**src/rtl/core/kern_pair_search_combine_macros.svh**
```systemverilog
// ----------------------------------------------------------------------------
// Assertion macros for the kerning pair lookup block
// Clocked on clk_i, disabled while rst_ni is low.
// ----------------------------------------------------------------------------
`ifndef KERN_PAIR_SEARCH_COMBINE_MACROS_SVH
`define KERN_PAIR_SEARCH_COMBINE_MACROS_SVH

// Same-cycle implication
`define KPS_ASSERT_NOW(label, ante, cons, msg) \
  label: assert property (@(posedge clk_i) disable iff (!rst_ni) (ante) |-> (cons)) \
    else $error(msg);

// Next-cycle implication
`define KPS_ASSERT_NEXT(label, ante, cons, msg) \
  label: assert property (@(posedge clk_i) disable iff (!rst_ni) (ante) |=> (cons)) \
    else $error(msg);

`endif

```
**src/rtl/core/kps_pkg.sv**
```systemverilog
// ----------------------------------------------------------------------------
// kps_pkg
// Shared codes, types and the combine function of the kerning pair lookup.
// ----------------------------------------------------------------------------
`default_nettype none

package kps_pkg;

  // Request kinds carried in tuser
  localparam logic REQ_LOAD  = 1'b0;
  localparam logic REQ_GLYPH = 1'b1;

  // Configuration register indexes
  localparam logic [1:0] CFG_PAIR_TOTAL   = 2'd0;
  localparam logic [1:0] CFG_COMBINE_MODE = 2'd1;

  // Combine modes; the unused code acts as add
  localparam logic [1:0] MODE_ADD  = 2'd0;
  localparam logic [1:0] MODE_MIN  = 2'd1;
  localparam logic [1:0] MODE_OVR  = 2'd2;

  // Table entry layout
  localparam int unsigned KEY_W   = 32;
  localparam int unsigned VAL_W   = 16;
  localparam int unsigned ENTRY_W = KEY_W + VAL_W;

  // Lookup result handed from the search unit to the top level
  typedef struct packed {
    logic             done;
    logic             hit;
    logic [VAL_W-1:0] value;
  } kps_res_t;

  // Fold a kerning value into a placement
  function automatic logic [31:0] kps_combine(input logic [1:0]  mode,
                                              input logic [31:0] place,
                                              input logic [15:0] val);
    logic [31:0] ext;
    logic [31:0] res;
    ext = {{16{val[15]}}, val};
    case (mode)
      MODE_MIN: res = ($signed(place) < $signed(ext)) ? place : ext;
      MODE_OVR: res = ext;
      default:  res = place + ext;
    endcase
    return res;
  endfunction

endpackage

`default_nettype wire

```
**src/rtl/core/kps_lb_search.sv**
```systemverilog
// ----------------------------------------------------------------------------
// kps_lb_search
// Lower-bound binary search over the pair table, one probe per cycle.
// ----------------------------------------------------------------------------
`default_nettype none

module kps_lb_search #(
  parameter int unsigned PAIR_DEPTH = 1024
) (
  input  wire                                  clk_i,
  input  wire                                  rst_ni,
  input  wire                                  start_i,
  input  wire [kps_pkg::KEY_W-1:0]             key_i,
  input  wire [$clog2(PAIR_DEPTH+1)-1:0]       count_i,
  input  wire [kps_pkg::ENTRY_W-1:0]           rdata_i,
  output logic [$clog2(PAIR_DEPTH)-1:0]        raddr_o,
  output kps_pkg::kps_res_t                    res_o
);
  import kps_pkg::*;

  localparam int unsigned AW    = $clog2(PAIR_DEPTH);
  localparam int unsigned CNT_W = $clog2(PAIR_DEPTH + 1);

  typedef enum logic [1:0] {
    S_IDLE = 2'b01,
    S_STEP = 2'b10
  } srch_state_e;

  srch_state_e        state_q, state_d;
  logic [CNT_W-1:0]   lo_q, lo_d;
  logic [CNT_W-1:0]   n_q, n_d;
  logic [CNT_W-1:0]   cnt_q, cnt_d;
  logic [KEY_W-1:0]   key_q, key_d;
  logic [CNT_W-1:0]   half;
  logic [CNT_W-1:0]   probe;
  logic [KEY_W-1:0]   ent_key;

  assign ent_key = rdata_i[ENTRY_W-1:VAL_W];
  assign half    = n_q >> 1;

  // Compare step: start a search, narrow the window and aim the next probe, or report the result
  always_comb begin
    state_d = state_q;
    lo_d    = lo_q;
    n_d     = n_q;
    cnt_d   = cnt_q;
    key_d   = key_q;
    res_o   = '0;
    unique case (state_q)
      S_IDLE: begin
        if (start_i) begin
          lo_d    = '0;
          n_d     = count_i;
          cnt_d   = count_i;
          key_d   = key_i;
          state_d = S_STEP;
        end
      end
      S_STEP: begin
        if (n_q == '0) begin
          res_o.done  = 1'b1;
          res_o.hit   = (lo_q < cnt_q) && (ent_key == key_q);
          res_o.value = rdata_i[VAL_W-1:0];
          state_d     = S_IDLE;
        end else if (ent_key < key_q) begin
          lo_d = lo_q + half + CNT_W'(1);
          n_d  = n_q - half - CNT_W'(1);
        end else begin
          n_d = half;
        end
      end
      default: state_d = S_IDLE;
    endcase
  end

  // Probe address follows the next window
  assign probe   = lo_d + (n_d >> 1);
  assign raddr_o = probe[AW-1:0];

  always_ff @(posedge clk_i or negedge rst_ni) begin
    if (!rst_ni) begin
      state_q <= S_IDLE;
    end else begin
      state_q <= state_d;
    end
  end

  always_ff @(posedge clk_i) begin
    lo_q  <= lo_d;
    n_q   <= n_d;
    cnt_q <= cnt_d;
    key_q <= key_d;
  end

endmodule

`default_nettype wire
```
**config.mk**
```make
export PLATFORM = sky130hd
export DESIGN_NAME = kps_lb_search
export DESIGN_NICKNAME = d
export VERILOG_FILES = /design/src/rtl/core/kern_pair_search_combine_macros.svh /design/src/rtl/core/kps_pkg.sv /design/src/rtl/core/kps_lb_search.sv
export SDC_FILE = /design/constraint.sdc
export NUM_CORES = 1
export LEC_CHECK = 0
export BUFFER_PORTS_ARGS = -buffer_cell sky130_fd_sc_hd__buf_2
export CAP_MARGIN = 20
export CORE_MARGIN = 8
export CORE_UTILIZATION = 50
export DETAILED_ROUTE_END_ITERATION = 8
export PLACE_DENSITY = 0.76
export SLEW_MARGIN = 15
export SYNTH_ARGS = -nofsm -noshare
export SYNTH_HDL_FRONTEND = slang
export SYNTH_SLANG_ARGS = --single-unit
```
**constraint.sdc**
```tcl
create_clock -name clk_i -period 5.12 [get_ports clk_i]
set_clock_uncertainty 0.15 [all_clocks]
set_input_delay 0.512 -clock clk_i [delete_from_list [all_inputs] [get_ports clk_i]]
set_output_delay 0.512 -clock clk_i [all_outputs]
set_load 0.01 [all_outputs]
```
==> reports/metrics.csv, run 1 <==
stage,metric,value,unit
clocking,root_buffer,clkbuf_8,
sta,max_slew_margin,0.604,
cells_and_area,mostFrequentLayoutCells,"121 x buf_2, 74 x ha_1, 66 x inv_1",
global_route,grt_max_degree,45,
synthesis,ys_warn_count,0,
pwr,p_seq_frac,0.268,
clocking,cts_tree,built,
cells_and_area,drive_gt1_frac,0.313,
sta,fin_crit_sh,0.992,
synthesis,ys_seq_elements,67,
min_path,hold_depth,1,
die,num_rows,36,
routing,totalWireLength,13000,um
routing,dr.first_iter.drc_count,206,
synthesis,synth-edff-count,45,
sta,worst_pin_slew,594,ps
pwr,pwr-share-comb,0.582,
global_route,grt_pass1_vias,4158,
cells_and_area,synthToLayoutAreaGrowth,26.1,%
clocking,path_clk_slew,90,ps
pwr,ir_drop,361,uV
cells_and_area,antenna_cells,0,
routing,dr.pass1.iters,5,
cells_and_area,nFillCells,789,
setup_path,path_max_fanout,3,
cells_and_area,nets,816,
synthesis,ys_seq_area_frac,0.372,
routing,wl_per_cell,16.7,um
die,ioPinCount,122,
flow_run,drv_cap,0,
setup_path,crit_path_start_kind,flip-flop,
placement,routabilityCongestion,0.883,
clocking,clock_sinks,67,
global_route,antenna_found_initial,0,
setup_path,crit_type,reg2out,
min_path,hp-class,in2reg,
placement,dp_hpwl,9990,um
die,die_h,114,um
min_path,min_from,key_i[24],
placement,portBuffers,121,
global_route,track_usage,0.189,
setup_path,rr_worst_depth,11,
pwr,power-per-cell-area,501,mW/mm2
die,die_x,114,um
cells_and_area,multi_input_area,0.00290,mm2
clocking,cts_buffer_depth,2,
cells_and_area,regArea,0.00180,mm2
sta,hold_violations,0,
clocking,htreeDepth,3,
setup_path,timing.rr.start,key_q[8],
sta,fmax,0.197,GHz
cells_and_area,fin_cells,779,
setup_path,critPathCaptureType,output pin,
pwr,switching_share,0.429,
pwr,leakage,0.00301,uW
synthesis,synth_cells,497,
setup_path,cp.required,4460,ps
clocking,clock_latency,360,ps
synthesis,synth_area,0.00485,mm2
cells_and_area,postLayoutCoreUtil,0.637,
setup_path,cp.arrival,4410,ps
synthesis,synth_async_sr_flop_share,0.0299,
pwr,p_int,1750,uW
pwr,p_switching,1320,uW
sta,min_period,5080,ps
cells_and_area,layout_commonest_cell,buf_2,
setup_path,crit_start,key_q[8],
pwr,clkPwrFrac,0.150,
sta,setup_viol,0,
sta,rsz0062_at_grt,true,
status,outcome,finished clean,
global_route,overflow,0,
clocking,cts_inserted_buffers,9,
pwr,totalPowerFinal,3070,uW
sta,tns,0,ps
placement,dpl.cell_count,751,
sta,final_max_slew_viol_count,0,
die,start_util,0.505,
routing,num_vias,4239,
routing,route.detailed.drc,0,
routing,antenna_left,0,
die,die_area,0.0131,mm2
routing,via_per_inst,5.44,
synthesis,synth_cell_types,65,
synthesis,avgSynthCellArea,9.76,um2
die,core_area,0.00959,mm2
global_route,grt_pass1_wl,19700,um
synthesis,syn_nets,672,
synthesis,synth_ff_type,edfxtp_1,
-- cell type report --
| cell class | instances | area share |
|---|---|---|
| well taps | 133 | 0.0272 |
| repair buffers | 144 | 0.129 |
| clock buffers | 9 | 0.0203 |
| multi-input cells | 350 | 0.474 |
| inverters | 69 | 0.0423 |
| flip-flops and latches | 67 | 0.295 |
| clock inverters | 7 | 0.0125 |
-- per-layer routing --
layer,wire [um],track usage
met4,265,0.0665
met3,618,0.0369
met5,0,0
met2,6790,0.324
met1,5340,0.231
-- flip-flops by register name, indices dropped and copies added, names as in the netlist --
name / count
key_q: 32
cnt_q: 11
lo_q: 11
n_q: 11
state_q: 2
-- Yosys cell counts, drive strengths merged, types with 3 or more instances --
library cell / n / area share
xor2: 4 / 0.0072
o21a: 5 / 0.0077
o21ai: 34 / 0.036
o21bai: 4 / 0.0062
clkbuf: 6 / 0.0070
nand2b: 9 / 0.012
a211oi: 9 / 0.015
nor2: 23 / 0.018
fa: 3 / 0.012
nand3: 5 / 0.0062
and3: 18 / 0.023
nor3: 13 / 0.015
and2: 3 / 0.0041
dfxtp: 20 / 0.083
a21o: 11 / 0.017
a31oi: 3 / 0.0039
nor2b: 7 / 0.0090
nand2: 26 / 0.020
a221oi: 3 / 0.0080
a22oi: 8 / 0.012
edfxtp: 45 / 0.28
a21oi: 31 / 0.034
buf: 5 / 0.0064
xnor2: 18 / 0.033
nand4: 8 / 0.010
ha: 78 / 0.20
inv: 69 / 0.053
-- path summary, 6_finish.rpt --
check                        endpoint  slack (ps)
hold / removal              key_q[24]         170
setup reg to reg              lo_q[7]        2290
setup / recovery           raddr_o[9]          40
hold reg to reg               lo_q[0]         340
min in group asynchronous  state_q[1]         310
max in group asynchronous  state_q[0]        4320
-- power groups by stage --
stage	Sequential (uW)	Combinational (uW)	Clock, uW
floorplan	809	1210	0
global placement	828	1560	0
detailed placement	833	1620	0
finish	823	1780	460
CTS	821	1690	463
global route	840	1970	489
-- critical path, cell delays in order, from the launching register on --
cell and delay [ps]:
edfxtp_1 370, inv_1 60, ha_1 250, and4_1 210, a221oi_2 390, o221ai_4 170
a211oi_2 310, o21ai_4 120, nand2_1 130, o21ai_2 70, ha_1 280, a21o_1 210
a21oi_2 150, nand2b_4 150, a21boi_2 70, o41ai_2 390, buf_4 180, o21ai_2 70
xnor2_1 170, xnor2_1 140, buf_2 170
-- per-stage QoR --
step	cell area [um2]	worst slack, ps	hold WS [ps]
after floorplan	4850	246	66.4
final	6120	43.4	170
after detailed placement	5650	-30.6	154
after global placement	5650	176	147
after CTS	5890	11.0	166
after global routing	6120	-165	158
-- cell families (layout without fill, tap and decap cells) --
kind of cell | count (synthesis) | after routing | share of synthesized area
AO/OA/AOI/OAI | 121 | 121 | 0.166
AND/OR/NAND/NOR | 124 | 124 | 0.137
multiplexers | 2 | 2 | 0.00439
buffers and inverters | 80 | 229 | 0.0668
XOR/XNOR | 22 | 22 | 0.0397
adder cells (fa/ha/maj) | 81 | 81 | 0.214
flip-flops | 67 | 67 | 0.372
-- what timing repair did --
action                                  4_1_cts  5_1_grt
buffers inserted                              3        8
gates cloned                                  0        0
hold buffers                                  1        0
resized for setup                             1       34
hold endpoints to repair                      2        0
pin swaps                                     1       21
endpoints found under the setup margin        2        3
Power figures use the tool's default switching activity.
==> inputs of run 2 (changes only) <==
Settings changed: ABC_AREA from default to 1, CORE_MARGIN 8 to 1, PLACE_DENSITY 0.76 to 0.75.
Clock period 5.12 ns to 6.15 ns, I/O delays scaled along.
==> run 2 against run 1 <==
Cell count up 17%. Flip-flop and latch count unchanged. Routed wire length is 2.6% lower. Setup slack improved by 810 ps. Global-route usage is 5.2 points higher. Critical endpoint is now raddr_o[8]. Largest cell class unchanged.
==> reports/metrics.csv, run 2 <==
stage,metric,value,unit
setup_path,path_max_fanout,21,
sta,setup_viol,0,
synthesis,synth_cells,645,
min_path,min_from,key_i[11],
setup_path,path_cells,inv_1 > ha_1 > nor2_1 > o211ai_1 > o21ai_0 > ha_1 > inv_1 > fa_1 > o21ai_0 > a21o_1 > a21oi_1 > o21ai_0 > a21oi_1 > xor2_1 > buf_2,
routing,wl_met1,5520,um
min_path,hold_depth,1,
setup_path,cp_common_cell,o21ai_0,
synthesis,ys_top_cells_by_area,"edfxtp_1 26%, ha_1 18%, inv_1 9.8%, nand2_1 8.0%, dfxtp_1 7.6%",
setup_path,cp.arrival,4530,ps
routing,num_vias,4652,
routing,wl_per_cell,13.9,um
synthesis,synth_cell_types,48,
routing,route.detailed.drc,0,
setup_path,cp_slowest_cell,nor2_1,
synthesis,ys_seq_elements,67,
clocking,htreeDepth,3,
synthesis,ys_seq_area_frac,0.341,
sta,min_period,5290,ps
cells_and_area,nets,946,
cells_and_area,fin_cells,912,
sta,hold_violations,0,
setup_path,timing.rr.start,n_q[2],
routing,dr.pass1.iters,5,
setup_path,crit_path_start_kind,flip-flop,
pwr,ir_drop,564,uV
routing,totalWireLength,12700,um
setup_path,slowest_delay,740,ps
cells_and_area,layout_commonest_cell,inv_1,
synthesis,synth_ff_type,edfxtp_1,
global_route,track_usage,0.241,
sta,rsz0062_at_grt,false,
die,ioPinCount,122,
synthesis,yosys-top-cells-count,"138 x inv_1, 113 x nand2_1, 78 x ha_1",
flow_run,drv_cap,0,
cells_and_area,mostFrequentLayoutCells,"137 x inv_1, 121 x buf_2, 113 x nand2_1",
routing,routed-wl-met3,791,um
global_route,antenna_found_initial,0,
routing,top_layer_used,met4,
global_route,grt_pass1_wl,21000,um
synthesis,synthMostInstantiatedCell,inv_1,
global_route,grt_pass1_vias,4586,
sta,max_slew_margin,0.449,
setup_path,critPathCaptureType,output pin,
placement,dpl.cell_count,895,
min_path,hp-class,in2reg,
sta,worst_pin_slew,824,ps
die,start_util,0.514,
clocking,cts_inserted_buffers,9,
sta,final_max_slew_viol_count,0,
cells_and_area,multi_input_area,0.00291,mm2
synthesis,ys_warn_count,0,
min_path,min_to,key_q[11],
synthesis,synth_async_sr_flop_share,0.0299,
synthesis,avgSynthCellArea,8.19,um2
cells_and_area,largest_register,key_q,
die,core_area,0.0103,mm2
die,die_area,0.0110,mm2
routing,dr.first_iter.drc_count,254,
synthesis,synth_top_cell_area_share,0.256,
placement,portBuffers,121,
clocking,cts_buffer_depth,2,
setup_path,crit_start,state_q[0],
setup_path,cp.required,5380,ps
setup_path,rrSetupSlack,3230,ps
global_route,overflow,0,
setup_path,crit_type,reg2out,
cells_and_area,drive_gt1_frac,0.205,
sta,fin_crit_sh,0.861,
clocking,cts_tree,built,
cells_and_area,nFillCells,946,
clocking,clock_latency,360,ps
status,outcome,finished clean,
synthesis,synth-edff-count,45,
cells_and_area,largest_reg_flops,32,
cells_and_area,antenna_cells,0,
routing,met2WireLength,6090,um
sta,tns,0,ps
placement,routabilityCongestion,0.911,
setup_path,r2r_end,lo_q[10],
die,die_x,105,um
global_route,grt_max_degree,38,
cells_and_area,regArea,0.00180,mm2
routing,antenna_left,0,
sta,fmax,0.189,GHz
cells_and_area,synthToLayoutAreaGrowth,17.3,%
synthesis,yosys.area.top_type,edfxtp_1,
placement,dp_hpwl,10500,um
routing,via_per_inst,5.10,
pwr,power-per-cell-area,520,mW/mm2
setup_path,rr_worst_depth,10,
synthesis,syn_nets,820,
clocking,root_buffer,clkbuf_8,
synthesis,synth_area,0.00528,mm2
die,die_h,105,um
clocking,clock_sinks,67,
pwr,leakage,0.00335,uW
die,num_rows,37,
cells_and_area,postLayoutCoreUtil,0.603,
clocking,path_clk_slew,80,ps
-- run 2: cell count changes after synthesis, sizes merged, moves of 10 or more --
cell / change
a21oi: +13
and3: -18
nand2: +92
nor2: +29
nand3: +14
xor2: +11
nor3: -11
inv: +72
o211ai: +10
o21ai: -11
xnor2: -13
-- run 2: final cells by class --
class,count,area share
repair buffers,123,0.101
clock buffers,11,0.0212
multi-input cells,429,0.470
flip-flops and latches,67,0.291
clock inverters,5,0.00485
inverters,141,0.0854
well taps,136,0.0275
-- run 2: worst max-delay path by stage --
stage,cells after the start,endpoint,slack [ps]
global placement,20,raddr_o[8],1140
global route,15,raddr_o[8],420
floorplan,15,raddr_o[8],1100
CTS,15,raddr_o[8],840
finish,15,raddr_o[8],860
detailed placement,20,raddr_o[8],920
-- run 2: kinds of logic (layout without fill, tap and decap cells) --
family / Yosys count / count (layout) / synth area share
flops: 67 / 67 / 0.341
xor+xnor: 20 / 20 / 0.0332
fa+ha+maj: 81 / 81 / 0.196
compound gates: 123 / 123 / 0.152
buf+inv: 149 / 280 / 0.108
simple gates: 205 / 205 / 0.170
-- run 2: timing repair --
| action | 4_1_cts | 5_1_grt |
|---|---|---|
| buffers inserted | 0 | 0 |
| setup endpoints to repair | 0 | 0 |
| endpoints found under the hold margin | 1 | 0 |
| gates resized for setup | 0 | 0 |
| hold buffers | 1 | 0 |
-- run 2: power breakdown --
group / switching [uW] / total (uW) / leakage (uW) / internal, uW
sequential: 108 / 746 / 0.000608 / 638
clock: 168 / 312 / 0.0000807 / 144
combinational: 1340 / 2160 / 0.00267 / 820
total: 1620 / 3220 / 0.00335 / 1600
-- run 2: stage by stage --
stage,instance area (um2),hold slack (ps),total power (uW),worst slack [ps]
floorplan,5280,169,2300,1100
global placement,6020,252,2820,1140
detailed placement,6020,254,2880,916
CTS,6200,264,3210,842
global route,6200,266,3530,421
finish,6200,277,3220,857
-- run 2: worst max-delay path, delay by kind of cell, from the launching register on --
kind / cells / cell delay, ps
adders and majority gates: 3 / 1210
AOI/OAI and AO/OA: 7 / 1240
DFF: 1 / 540
buffers and inverters: 3 / 290
xor gates and xnor gates: 1 / 150
and+or+nand+nor: 1 / 740
-- run 2: metal layers --
layer	track usage	vias up
met5	0	-
met4	0.0885	0
met3	0.0468	24
met2	0.411	137
met1	0.302	2096
li1	-	2395
==> inputs of run 3 (changes only) <==
Settings changed: ABC_AREA 1 to default, PLACE_DENSITY 0.75 to 0.76.
==> run 3 against run 2 <==
Global-route usage is 0.82 points lower. First-iteration DRC count is 4.3% lower. Die area is 8.0% lower. Count of clock-buffer cells in the layout is 2 lower. Non-clock buffer count is 4 higher. Via count is 13% lower. Largest cell class unchanged.
==> reports/metrics.csv, run 3 (synthesis results as in run 1) <==
stage,metric,value,unit
status,outcome,finished clean,
sta,fin_crit_sh,0.899,
setup_path,critPathCaptureType,output pin,
clocking,ctsHoldBuffers,1,
cells_and_area,antenna_cells,0,
cells_and_area,postLayoutCoreUtil,0.622,
cells_and_area,largest_reg_flops,32,
cells_and_area,layout_commonest_cell,buf_2,
routing,dr.first_iter.drc_count,243,
setup_path,path_max_fanout,21,
clocking,clock_latency,350,ps
cells_and_area,nets,799,
routing,route.detailed.drc,0,
global_route,grt_max_degree,45,
setup_path,crit_type,in2out,
global_route,track_usage,0.233,
sta,min_period,5530,ps
sta,setup_ws,622,ps
die,die_x,100,um
pwr,leakage,0.00288,uW
setup_path,crit_path_start_kind,primary input,
clocking,clock_sinks,67,
cells_and_area,largest_register,key_q,
sta,worst_pin_slew,610,ps
setup_path,cp_slowest_cell,fa_1,
die,die_area,0.0101,mm2
routing,dr.pass1.iters,5,
die,core_area,0.00933,mm2
sta,final_max_slew_viol_count,0,
sta,max_slew_margin,0.593,
global_route,grt_pass1_vias,4063,
pwr,power-per-cell-area,414,mW/mm2
pwr,totalPowerFinal,2400,uW
cells_and_area,drive_gt1_frac,0.256,
cells_and_area,nFillCells,794,
placement,portBuffers,121,
setup_path,critPathTopFamily,compound AO/OA/AOI/OAI gates,
placement,routabilityCongestion,0.897,
clocking,cts_tree,built,
setup_path,slowest_delay,400,ps
routing,via_per_inst,5.37,
clocking,cts-resized-gates,0,
pwr,ir_drop,246,uV
global_route,grt_pass1_wl,18300,um
die,start_util,0.520,
die,ioPinCount,122,
setup_path,path_cells,buf_2 > ha_1 > a211oi_1 > o21bai_1 > a211oi_1 > o31ai_2 > a21oi_1 > buf_4 > nand2_1 > buf_4 > o21ai_1 > ha_1 > inv_1 > fa_1 > nor2b_1 > o21ai_0 > a21boi_1 > o21ai_0 > nand2b_1 > a21o_1 > a21oi_1 > xnor2_1 > buf_2,
routing,num_vias,4067,
clocking,cts_buffer_depth,2,
routing,totalWireLength,11500,um
flow_run,drv_cap,0,
clocking,post_cts_buffers,0,
placement,dp_hpwl,8980,um
sta,fmax,0.181,GHz
clocking,path_clk_slew,80,ps
placement,dp_slack,614,ps
routing,wl_per_cell,15.1,um
setup_path,cp.arrival,4760,ps
min_path,hp-class,in2reg,
sta,hold_violations,0,
cells_and_area,synthToLayoutAreaGrowth,19.6,%
global_route,overflow,0,
die,die_h,100,um
sta,setup_viol,0,
die,num_rows,35,
global_route,antenna_found_initial,0,
clocking,root_buffer,clkbuf_8,
sta,tns,0,ps
setup_path,cp.required,5380,ps
clocking,cts_inserted_buffers,9,
clocking,htreeDepth,3,
cells_and_area,mostFrequentLayoutCells,"121 x buf_2, 78 x ha_1, 69 x inv_1",
sta,rsz0062_at_grt,false,
setup_path,critical_path_buf_inv_count,5,
routing,antenna_left,0,
run 3: cell type report:
class / count / area [um2] / share of cell area
flip-flops and latches: 67 / 1800 / 0.311
clock buffers: 9 / 124 / 0.0214
repair buffers: 127 / 653 / 0.113
well taps: 129 / 161 / 0.0278
multi-input cells: 350 / 2730 / 0.471
inverters: 69 / 259 / 0.0447
clock inverters: 7 / 68.8 / 0.0119
run 3: stage by stage:
| step | hold WS [ps] | cell area [um2] | std cells |
|---|---|---|---|
| 3_3_place_gp | 250 | 5600 | 741 |
| 2_1_floorplan | 169 | 4850 | 497 |
| 5_1_grt | 272 | 5800 | 758 |
| 4_1_cts | 275 | 5800 | 758 |
| 6_report | 285 | 5800 | 758 |
| 3_5_place_dp | 255 | 5600 | 741 |
run 3: final timing paths:
check                       startpoint          to  slack, ps  cells after the start
hold reg to reg                lo_q[5]     lo_q[5]        360                      2
min in group asynchronous       rst_ni  state_q[1]        430                      2
setup reg to reg             key_q[29]     lo_q[7]       3260                     11
hold / removal               key_i[14]   key_q[14]        290                      1
max in group asynchronous       rst_ni  state_q[0]       5240                      2
setup / recovery           rdata_i[45]  raddr_o[8]        620                     23
run 3: report_power, final:
part / switching, uW / leakage (uW) / internal [uW] / total (uW)
sequential: 70.7 / 0.000609 / 615 / 686
clock: 180 / 0.0000966 / 186 / 365
combinational: 773 / 0.00218 / 574 / 1350
total: 1020 / 0.00288 / 1370 / 2400
run 3: worst register-to-register path, cell delays in order, from the launching register on:
cell and delay [ps]:
edfxtp_1 360, inv_1 60, ha_1 240, a211oi_1 240, o21bai_1 120, a211oi_1 300, o31ai_2 160, a21oi_1 150
buf_4 260, nand2_1 160, buf_4 220, o31ai_1 350
run 3: routing by layer:
metal / global-route usage / vias up / part of all wire
met5: 0 / - / 0
met4: 0.0981 / 0 / 0.018
met3: 0.0402 / 18 / 0.051
met2: 0.413 / 126 / 0.50
met1: 0.278 / 1887 / 0.43
li1: - / 2036 / -
